[src/rtl/snr_and_segmental_snr_meter_top_defines.svh]
// assertion macros shared by the snr meter rtl
`ifndef SNR_AND_SEGMENTAL_SNR_METER_TOP_DEFINES_SVH
`define SNR_AND_SEGMENTAL_SNR_METER_TOP_DEFINES_SVH
// implication checked on every clock, skipped during reset
`define SNR_ASSERT_IMP(label, clk, rst, cond, prop, msg) \
   label: assert property (@(posedge clk) disable iff (rst) (cond) |-> (prop)) \
      else $error(msg);
// next-cycle implication
`define SNR_ASSERT_NEXT(label, clk, rst, cond, prop, msg) \
   label: assert property (@(posedge clk) disable iff (rst) (cond) |=> (prop)) \
      else $error(msg);
`endif

[src/rtl/snrm_pkg.sv]
// shared types, constants and log table for the snr meter
package snrm_pkg;
   localparam int unsigned DbPerOctaveQ16 = 197283;
   localparam logic [15:0] DefaultFrameLength = 16'd256;
   localparam logic [1:0] ModeOverall = 2'd0;
   localparam logic [1:0] ModeAverage = 2'd1;
   localparam logic [1:0] ModeFrame = 2'd2;
   localparam logic [1:0] ModeUnused = 2'd3;
   localparam logic [1:0] StatusOk = 2'd0;
   localparam logic [1:0] StatusNoSignal = 2'd1;
   localparam logic [1:0] StatusNoNoise = 2'd2;
   localparam logic RegFrameLength = 1'b0;
   localparam logic RegOutputMode = 1'b1;

   typedef enum logic [7:0] {
      ST_IDLE = 8'b00000001,
      ST_SQ_CLEAN = 8'b00000010,
      ST_SQ_NOISE = 8'b00000100,
      ST_DECIDE = 8'b00001000,
      ST_LOG = 8'b00010000,
      ST_MUL = 8'b00100000,
      ST_DIV = 8'b01000000,
      ST_OUT = 8'b10000000
   } state_type;

   // request to the divider: numerator magnitude and divisor
   typedef struct packed {
      logic start;
      logic [47:0] num;
      logic [31:0] den;
   } div_req_type;

   typedef struct packed {
      logic busy;
      logic done;
      logic [47:0] quot;
   } div_rsp_type;

   // fractional log2 in q.16 of 1 + (i + 0.5) / 2^bits, squaring method
   function automatic logic [15:0] frac_log2(input int unsigned i, input int unsigned bits);
      logic [63:0] m;
      logic [31:0] r;
      m = ((64'd1 << (bits + 1)) + 64'(2 * i) + 64'd1) << (30 - (bits + 1));
      r = 32'd0;
      for (int k = 0; k < 17; k++) begin
         m = (m * m) >> 30;
         r = r << 1;
         if (m >= (64'd2 << 30)) begin
            r = r | 32'd1;
            m = m >> 1;
         end
      end
      r = (r + 32'd1) >> 1;
      return r[15:0];
   endfunction
endpackage

[src/rtl/snrm_div.sv]
// restoring divider, one quotient bit per cycle
module snrm_div (
   input logic clock,
   input logic reset,
   input snrm_pkg::div_req_type req,
   output snrm_pkg::div_rsp_type rsp
);
   logic [47:0] quot_ff, quot_in;
   logic [48:0] rem_ff, rem_in;
   logic [31:0] den_ff, den_in;
   logic [5:0] cnt_ff, cnt_in;
   logic busy_ff, busy_in, done_ff, done_in;
   logic [48:0] trial;

   always_comb begin
      quot_in = quot_ff;
      rem_in = rem_ff;
      den_in = den_ff;
      cnt_in = cnt_ff;
      busy_in = busy_ff;
      done_in = 1'b0;
      trial = {rem_ff[47:0], quot_ff[47]};
      if (req.start) begin
         quot_in = req.num;
         rem_in = '0;
         den_in = req.den;
         cnt_in = 6'd48;
         busy_in = 1'b1;
      end else if (busy_ff) begin
         if (trial >= {17'd0, den_ff}) begin
            rem_in = trial - {17'd0, den_ff};
            quot_in = {quot_ff[46:0], 1'b1};
         end else begin
            rem_in = trial;
            quot_in = {quot_ff[46:0], 1'b0};
         end
         cnt_in = cnt_ff - 6'd1;
         if (cnt_ff == 6'd1) begin
            busy_in = 1'b0;
            done_in = 1'b1;
         end
      end
   end

   always_ff @(posedge clock) begin
      quot_ff <= quot_in;
      rem_ff <= rem_in;
      den_ff <= den_in;
      if (reset) begin
         cnt_ff <= '0;
         busy_ff <= 1'b0;
         done_ff <= 1'b0;
      end else begin
         cnt_ff <= cnt_in;
         busy_ff <= busy_in;
         done_ff <= done_in;
      end
   end

   assign rsp.busy = busy_ff;
   assign rsp.done = done_ff;
   assign rsp.quot = quot_ff;
endmodule

[config.mk]
export PLATFORM = sky130hd
export DESIGN_NAME = snrm_div
export DESIGN_NICKNAME = d
export VERILOG_FILES = /design/src/rtl/snr_and_segmental_snr_meter_top_defines.svh /design/src/rtl/snrm_pkg.sv /design/src/rtl/snrm_div.sv
export SDC_FILE = /design/constraint.sdc
export NUM_CORES = 1
export LEC_CHECK = 0
export BUFFER_PORTS_ARGS = -buffer_cell sky130_fd_sc_hd__buf_2
export CORE_ASPECT_RATIO = 0.7
export CORE_MARGIN = 3
export CORE_UTILIZATION = 60
export CTS_BUF_LIST = sky130_fd_sc_hd__clkbuf_16
export DETAILED_ROUTE_END_ITERATION = 8
export GPL_TIMING_DRIVEN = 1
export PLACE_DENSITY_LB_ADDON = 0.05
export SETUP_SLACK_MARGIN = 0.3
export SLEW_MARGIN = 20
export SYNTH_ARGS = -nofsm -noshare
export SYNTH_HDL_FRONTEND = slang
export SYNTH_SLANG_ARGS = --single-unit
[constraint.sdc]
create_clock -name clock -period 6.5 [get_ports clock]
set_input_delay 0.325 -clock clock [delete_from_list [all_inputs] [get_ports clock]]
set_output_delay 0.325 -clock clock [all_outputs]
set_load 0.005 [all_outputs]
==> metrics.yaml, run 1 <==
run_status:
  outcome: "finished clean"
floorplan:
  num_io_pins: 133
  fp.dieArea_mm2: 0.0144
  coreArea_mm2: 0.0125
  die_h_um: 101
  placementRows: 34
  dieWidth_um: 142
  initial_utilization: 0.620
yosys:
  ys_seq_area_frac: 0.453
  synth-seq-cells: 136
  synth_area_leader_cell: "edfxtp_1"
  synth_edf_count: 80
  synth.cell_area_mm2: 0.00778
  syn_inst: 763
  synthArstFlopShare: 0
  synth.distinct_cells: 59
  synth.top_cells.by_area: "edfxtp_1 31%, dfxtp_1 14%, mux2_2 6.9%"
  ys.flop_type: "edfxtp_1"
  ys_warn_count: 0
  synth_top_cell_area_share: 0.309
  syn_area_per_cell_um2: 10.2
  synth_nets: 881
worst_setup_path:
  start_kind: "flop"
  cp.required_ns: 6.80
  crit_family: "compound AO/OA/AOI/OAI gates"
  cpMaxStageDelayCell: "nor3_2"
  path_max_fanout: 10
  worstSetupEndpointType: "flop"
  r2r-start: "quot_ff[47]"
  worst_r2r_path_depth: 11
  setup.worst_path.end: "rem_ff[32]"
  cpMostUsedCell: "o31ai_1"
  startpoint: "quot_ff[47]"
  arrival_ns: 4.28
  criticalPathCategory: "flop to flop"
  path_cells: "inv_1, ha_1, fa_1, nand2b_1, a211oi_1, o21bai_1, o31ai_1, a31oi_1, nor3_2, o31ai_1, a311oi_1"
  path_buf_inv: 1
  r2r-end: "rem_ff[32]"
  max_stage_delay_ns: 0.54
  rrSetupSlack_ns: 2.52
  crit_cells: 11
timing:
  rsz0062_at_grt: "false"
  worst_pin_slew_ns: 1.05
  slew_violations: 0
  fmax_ghz: 0.251
  finClkSkew_ns: 0.0130
  post-route-min-period_ns: 3.98
  hold_slack_ns: 0.0809
  final-setup-viol-count: 0
  hold_violations: 0
  timing.final.crit_share: 0.612
  fin_setup_tns_ns: 0
  slew_headroom: 0.300
  fin_ws_ns: 2.52
global_routing:
  grt_max_degree: 95
  antenna_found_initial: 0
  grt_pass1_vias: 6095
  track_usage: 0.253
  grt_remaining_overflow: 0
  grt_pass1_wl_um: 29700
clock_tree:
  clkSlewWorstSetupHoldPaths_ns: 0.07
  numCtsBuffers: 17
  clockBufferDepth: 2
  clock_latency_ns: 0.42
  cts_root_buf: "clkbuf_16"
  clock_sinks: 136
  hold_buffers: 0
  cts_resized: 0
  post_cts_buffers: 0
  cts_tree: "yes"
  htreeDepth: 4
job:
  max-cap-violations: 0
place:
  place_area_mm2: 0.00849
  dp_hpwl_um: 12900
  io_buffers: 132
  gp_congestion: 0.904
  post-place-ws_ns: 2.79
cells_and_area:
  nFillCells: 927
  drive_gt1_frac: 0.257
  final_cell_area_mm2: 0.00907
  area_growth_pct: 16.6
  diodes: 0
  layout.nets: 993
pwr:
  cellPowerDensity_mw_per_mm2: 296
  cellLeakagePower_uw: 0.00366
  switching_share: 0.315
  peakVddDrop_mv: 0.182
  pwr-share-comb: 0.244
  p_switching_uw: 846
  pwr-share-clk: 0.356
  internal_power_uw: 1840
  p_seq_frac: 0.401
routing:
  drt_iter0_drc: 625
  ant_nets: 0
  routedWlPerCell_um: 17.6
  drt-total-wl_um: 18400
  drtPass1Iterations: 5
  vias: 6390
  via_per_inst: 6.09
  drc: 0
min_path:
  worst_hold_path_type: "primary input to flop"
-- metal layers --
| metal | global-route usage | part of all wire | vias up |
|---|---|---|---|
| met5 | 0 | 0 | - |
| met4 | 0.0575 | 0.0094 | 0 |
| met3 | 0.0538 | 0.070 | 21 |
| met2 | 0.389 | 0.46 | 230 |
| met1 | 0.372 | 0.46 | 3074 |
| li1 | - | - | 3065 |
-- worst min-delay path by stage --
stage                          start    endpoint  depth (start not counted)
after floorplan               req[0]   den_ff[0]                          0
after global placement    rem_ff[47]  rem_ff[47]                          2
after detailed placement  rem_ff[28]  rem_ff[28]                          2
after CTS                    req[14]  den_ff[14]                          1
after global routing          req[9]   den_ff[9]                          1
final                        req[19]  den_ff[19]                          1
-- registers in the layout, indices dropped and copies added, names as in the netlist --
| register | flops |
|---|---|
| den_ff | 32 |
| done_ff | 1 |
| busy_ff | 1 |
| quot_ff | 48 |
| cnt_ff | 6 |
| rem_ff | 48 |
-- cells in the final DEF (no fill, tap or decap), drive strengths merged, types with 13 or more instances in the layout --
cell type / count
xnor2: 28
dfxtp: 56
mux2: 48
nor2: 78
inv: 51
buf: 135
nor3: 14
edfxtp: 80
ha: 34
clkbuf: 17
nand2: 38
o21ai: 26
a21oi: 47
a211oi: 38
o31ai: 14
a311oi: 13
mux2i: 28
-- synth_stat cells (5+ instances only) --
cell type and n:
or3_1 7, dfxtp_1 56, a31oi_1 5, mux2i_1 28
o21bai_1 8, nor2b_1 7, a21oi_1 47, a211oi_1 38
xor2_1 11, nand2b_1 11, ha_1 34, a311oi_1 13
mux2_2 48, nand2_1 38, o211ai_1 5, nand3_1 9
edfxtp_1 80, inv_1 42, or2_2 5, clkbuf_1 33
or4_1 12, a21o_1 6, nor3_1 12, nand4_1 7
nor4b_1 5, nor2_1 77, o21ai_0 25, o31ai_1 14
xnor2_1 28
-- power groups by stage --
stage,Combinational [µW],Clock (µW),Sequential (µW)
4_1_cts,646,966,1070
3_5_place_dp,636,0,1090
5_1_grt,723,1010,1080
6_report,654,954,1070
3_3_place_gp,622,0,1080
2_1_floorplan,476,0,1070
-- area by class of cell --
cell class | count | area, µm² | share of cell area
Timing Repair Buffer | 135 | 686 | 0.0756
Sequential cell | 136 | 3520 | 0.388
Multi-Input combinational cell | 543 | 3920 | 0.432
Clock buffer | 17 | 425 | 0.0469
Inverter | 42 | 158 | 0.0174
Clock inverter | 15 | 158 | 0.0174
Tap cell | 162 | 203 | 0.0223
-- per-stage QoR --
stage	cells	power, µW	util
floorplan	763	1550	-
global placement	1018	1710	0.676
detailed placement	1018	1720	0.676
CTS	1050	2690	0.723
global route	1050	2820	0.723
finish	1050	2680	0.723
-- cells by family (layout without fill, tap and decap cells) --
| kind of cell | Yosys count | in the layout | synth area share |
|---|---|---|---|
| flops | 136 | 136 | 0.453 |
| simple gates | 213 | 213 | 0.142 |
| fa+ha+maj | 35 | 35 | 0.0573 |
| compound gates | 180 | 180 | 0.155 |
| mux | 76 | 76 | 0.106 |
| buf+inv | 84 | 209 | 0.0437 |
| xor+xnor | 39 | 39 | 0.0439 |
No activity file was read; power rests on OpenSTA's default activity.
==> run 2: changes to the inputs <==
--- a/config.mk
+++ b/config.mk
@@ -8,7 +8,7 @@
 export BUFFER_PORTS_ARGS = -buffer_cell sky130_fd_sc_hd__buf_2
 export CORE_ASPECT_RATIO = 0.7
 export CORE_MARGIN = 3
-export CORE_UTILIZATION = 60
+export CORE_UTILIZATION = 57
 export CTS_BUF_LIST = sky130_fd_sc_hd__clkbuf_16
 export DETAILED_ROUTE_END_ITERATION = 8
 export GPL_TIMING_DRIVEN = 1
==> constraint.sdc (replaced) <==
create_clock -name clock -period 3.7 [get_ports clock]
set_input_delay 0.185 -clock clock [delete_from_list [all_inputs] [get_ports clock]]
set_output_delay 0.185 -clock clock [all_outputs]
set_load 0.005 [all_outputs]
==> metrics.yaml, run 2 (same netlist as run 1, synthesis figures left out) <==
worst_setup_path:
  cp.required_ns: 4.02
  path_max_fanout: 10
  criticalPathCategory: "flop to flop"
  start_kind: "flop"
  startpoint: "den_ff[7]"
  worstSetupEndpointType: "flop"
  r2r-start: "den_ff[7]"
  arrival_ns: 3.55
place:
  io_buffers: 132
  post-place-ws_ns: 0.324
  dp.cells: 1045
  dp_hpwl_um: 13200
  gp_congestion: 0.918
min_path:
  worst_hold_path_type: "primary input to flop"
  worstHoldStart: "reset"
floorplan:
  placementRows: 35
  num_io_pins: 133
  dieWidth_um: 146
  die_h_um: 104
  coreArea_mm2: 0.0133
  fp.dieArea_mm2: 0.0151
  initial_utilization: 0.586
timing:
  slew_headroom: 0.556
  post-route-min-period_ns: 3.24
  worst_pin_slew_ns: 0.667
  hold_violations: 0
  hold_slack_ns: 0.0409
  fin_ws_ns: 0.461
  rsz0062_at_grt: "true"
  fmax_ghz: 0.309
  timing.final.crit_share: 0.875
  final-setup-viol-count: 0
  slew_violations: 0
  finClkSkew_ns: 0.0132
  fin_setup_tns_ns: 0
run_status:
  outcome: "finished clean"
global_routing:
  track_usage: 0.249
  antenna_found_initial: 0
  grt_pass1_wl_um: 31200
  grt_remaining_overflow: 0
  grt_pass1_vias: 6442
  grt_max_degree: 97
pwr:
  internal_power_uw: 3260
  pwr-share-clk: 0.354
  p_seq_frac: 0.394
  pwr-share-comb: 0.252
  cellLeakagePower_uw: 0.00382
  p_switching_uw: 1500
  switching_share: 0.316
  cellPowerDensity_mw_per_mm2: 501
  peakVddDrop_mv: 0.328
routing:
  vias: 6473
  drt_iter0_drc: 475
  drtPass1Iterations: 7
  drc: 0
  ant_nets: 0
  drt-total-wl_um: 18800
  routedWlPerCell_um: 17.0
  via_per_inst: 5.84
cells_and_area:
  layout.nets: 1029
  most-common-layout-cells: "131 x buf_2, 80 x edfxtp_1, 77 x nor2_1, 55 x dfxtp_1, 48 x mux2_2"
  layoutNonFillerInstCount: 1109
  layout_commonest_cell: "buf_2"
  diodes: 0
  reg.largest.list: "quot_ff: 48 flops, rem_ff: 48 flops, den_ff: 32 flops"
  nFillCells: 1023
  drive_gt1_frac: 0.256
  area_growth_pct: 22.2
clock_tree:
  clkSlewWorstSetupHoldPaths_ns: 0.07
  cts_root_buf: "clkbuf_16"
  numCtsBuffers: 17
  clock_latency_ns: 0.42
  clockBufferDepth: 2
  cts_tree: "yes"
  htreeDepth: 4
  post_cts_buffers: 0
  clock_sinks: 136
job:
  max-cap-violations: 0
[run 2: cell type report]
class	count	area, µm²	area share
Multi-Input combinational cell	543	3950	0.415
Sequential cell	136	3520	0.371
Timing Repair Buffer	171	1060	0.112
Clock buffer	17	425	0.0448
Tap cell	185	231	0.0244
Inverter	42	158	0.0166
Clock inverter	15	156	0.0165
[run 2: worst paths after layout]
| path | to | slack [ns] | cells past startpoint |
|---|---|---|---|
| worst min register to register | rem_ff[47] | 0.50 | 2 |
| worst max register to register | rem_ff[40] | 0.46 | 11 |
| worst min-delay path | cnt_ff[5] | 0.04 | 2 |
| worst max-delay path | rem_ff[40] | 0.46 | 11 |
[run 2: what timing repair did]
item / 4_1_cts / 5_1_grt
hold buffers: 32 / 0
setup endpoints to repair: 2 / 11
gates resized for setup: 1 / 5
endpoints found under the hold margin: 32 / 0
[run 2: power groups by stage]
stage	sequential (µW)	combinational, µW	clock, µW
global placement	1900	1110	0
detailed placement	1900	1140	0
finish	1880	1200	1680
CTS	1870	1180	1710
floorplan	1880	837	0
global route	1890	1330	1790
[run 2: worst max-delay path: stages, from the launching register on]
cell and delay (ns):
edfxtp_1 0.33, inv_1 0.04, ha_1 0.37, a21oi_1 0.27
o21ai_0 0.24, o21bai_1 0.36, o31ai_2 0.12, a31oi_2 0.35
nor3_2 0.07, buf_4 0.17, or4_1 0.50, a311oi_1 0.30
[run 2: through the flow]
| step | power, µW | utilization | instance area (µm²) |
|---|---|---|---|
| 2_1_floorplan | 2720 | - | 7780 |
| 6_report | 4760 | 0.716 | 9510 |
| 3_5_place_dp | 3040 | 0.646 | 8570 |
| 3_3_place_gp | 3010 | 0.646 | 8570 |
| 5_1_grt | 5010 | 0.716 | 9510 |
| 4_1_cts | 4760 | 0.714 | 9480 |
[run 2: per-layer routing]
| metal | up-vias | share of wire | track usage |
|---|---|---|---|
| met5 | - | 0 | 0 |
| met4 | 0 | 0.0086 | 0.0474 |
| met3 | 23 | 0.077 | 0.0713 |
| met2 | 251 | 0.45 | 0.382 |
| met1 | 3066 | 0.47 | 0.357 |
| li1 | 3133 | - | - |
==> run 3: changes to the inputs <==
--- a/config.mk
+++ b/config.mk
@@ -8,7 +8,7 @@
 export BUFFER_PORTS_ARGS = -buffer_cell sky130_fd_sc_hd__buf_2
 export CORE_ASPECT_RATIO = 0.7
 export CORE_MARGIN = 3
-export CORE_UTILIZATION = 57
+export CORE_UTILIZATION = 51
 export CTS_BUF_LIST = sky130_fd_sc_hd__clkbuf_16
 export DETAILED_ROUTE_END_ITERATION = 8
 export GPL_TIMING_DRIVEN = 1
==> constraint.sdc (replaced) <==
create_clock -name clock -period 2.75 [get_ports clock]
set_input_delay 0.1375 -clock clock [delete_from_list [all_inputs] [get_ports clock]]
set_output_delay 0.1375 -clock clock [all_outputs]
set_load 0.005 [all_outputs]
==> metrics.yaml, run 3 (same netlist as run 1, synthesis figures left out) <==
worst_setup_path:
  cp.required_ns: 3.10
  worstSetupEndpointType: "flop"
  path_max_fanout: 8
  start_kind: "flop"
  criticalPathCategory: "flop to flop"
  arrival_ns: 3.17
routing:
  drt-total-wl_um: 22700
  drtPass1Iterations: 5
  routedWlPerCell_um: 18.2
  vias: 7010
  drc: 0
  via_per_inst: 5.63
  ant_nets: 0
  drt_iter0_drc: 554
global_routing:
  grt_pass1_wl_um: 34600
  met3_usage: 0.0637
  grt_max_degree: 76
  grt_use_met2: 0.407
  use_met1: 0.357
  top_usage_layer: "met2"
  grt_remaining_overflow: 0
  track_usage: 0.259
  antenna_found_initial: 0
  grt_pass1_vias: 6770
cells_and_area:
  diodes: 0
  multi_input_area_mm2: 0.00479
  most-common-layout-cells: "131 x buf_2, 84 x buf_4, 80 x edfxtp_1, 73 x nor2_1, 66 x dlygate4sd3_1"
  reg.largest.list: "quot_ff: 48 flops, rem_ff: 48 flops, den_ff: 32 flops"
  seqCellArea_mm2: 0.00353
  layout.nets: 1156
  drive_gt1_frac: 0.425
  layout_commonest_cell: "buf_2"
  area_growth_pct: 48.3
  fin_util: 0.779
  nFillCells: 961
pwr:
  pwr-share-comb: 0.325
  pwr-share-clk: 0.327
  switching_share: 0.314
  cellLeakagePower_uw: 0.00457
  internal_power_uw: 5000
  p_seq_frac: 0.348
  p_switching_uw: 2290
  cellPowerDensity_mw_per_mm2: 631
  peakVddDrop_mv: 0.408
timing:
  worst_pin_slew_ns: 0.600
  timing.final.crit_share: 1.03
  hold_violations: 0
  post-route-min-period_ns: 2.82
  fmax_ghz: 0.354
  fin_ws_ns: -0.0740
  rsz0062_at_grt: "true"
  slew_headroom: 0.600
  final-setup-viol-count: 12
  finClkSkew_ns: 0.0102
  fin_setup_tns_ns: -0.352
  slew_violations: 0
clock_tree:
  htreeDepth: 4
  cts_tree: "yes"
  clock_latency_ns: 0.44
  clock_sinks: 136
  cts_root_buf: "clkbuf_16"
  numCtsBuffers: 17
  clkSlewWorstSetupHoldPaths_ns: 0.06
  clockBufferDepth: 2
place:
  post-place-ws_ns: -0.213
  io_buffers: 132
  dp_hpwl_um: 13500
  gp_congestion: 0.923
floorplan:
  coreArea_mm2: 0.0148
  placementRows: 37
  dieWidth_um: 154
  fp.dieArea_mm2: 0.0168
  die_h_um: 109
  num_io_pins: 133
  initial_utilization: 0.525
min_path:
  worst_hold_path_type: "primary input to flop"
run_status:
  outcome: "finished, violations left"
  violations: "setup timing"
job:
  max-cap-violations: 0
## run 3: changes by cell type in the layout (fill, tap and decap cells not counted), sizes merged
cell         previous run  this run
clkbuf                 17        18
buf                   139       230
dlygate4sd3            32        66
bufinv                  1         3
clkinv                  3         6
inv                    50        46
clkinvlp                3         2
o21ai                  26        27
## run 3: cell type report
type                       count  share of cell area
multi-input combinational    544               0.415
sequential                   136               0.306
timing repair buffer         297               0.192
clock buffer                  17              0.0369
tap                          195              0.0211
clock inverter                15              0.0154
inverter                      42              0.0137
## run 3: final timing paths
kind            endpoint  slack, ns        from  depth (start not counted)
max           rem_ff[24]      -0.07  den_ff[10]                         13
min          quot_ff[32]       0.01     req[64]                          2
max reg2reg   rem_ff[24]      -0.07  den_ff[10]                         13
min reg2reg    rem_ff[3]       0.51   rem_ff[3]                          2
## run 3: timing repair
item                       in CTS  in global routing
setup buffers                  20                  8
gates cloned                    3                  1
setup endpoints to repair      49                 49
pin swaps                      37                 27
hold endpoints to repair       73                  0
resized for setup              93                 59
hold buffers                   66                  0
## run 3: power groups by stage
stage,sequential (µW),combinational (µW),clock [µW]
after CTS,2530,2120,2410
after floorplan,2540,1190,0
final,2540,2370,2380
after global placement,2540,1760,0
after global routing,2560,2550,2530
after detailed placement,2550,1790,0
## run 3: metal layers
| metal | vias up | wire length, µm |
|---|---|---|
| met5 | - | 0 |
| met4 | 0 | 439 |
| met3 | 41 | 1430 |
| met2 | 250 | 10500 |
| met1 | 3336 | 10400 |
| li1 | 3383 | - |
## run 3: critical path, stage by stage (launching register included)
cell and delay, ns:
edfxtp_1 0.34, inv_2 0.05, ha_4 0.34, nand4_1 0.19
nor2_2 0.21, o2111ai_2 0.20, nand3_2 0.13, and4_4 0.28
buf_12 0.12, nor2_4 0.06, buf_12 0.14, buf_16 0.13
a311o_1 0.33, a311oi_2 0.22
## run 3: metrics by stage
| stage | hold slack, ns | instance area [µm²] | std cells | total power [µW] |
|---|---|---|---|---|
| after detailed placement | 0.316 | 9200 | 1116 | 4340 |
| after floorplan | 0.236 | 7950 | 763 | 3730 |
| final | 0.0143 | 11500 | 1246 | 7290 |
| after CTS | 0.000338 | 11200 | 1237 | 7050 |
| after global routing | 0.00240 | 11500 | 1246 | 7630 |
| after global placement | 0.314 | 9200 | 1116 | 4300 |
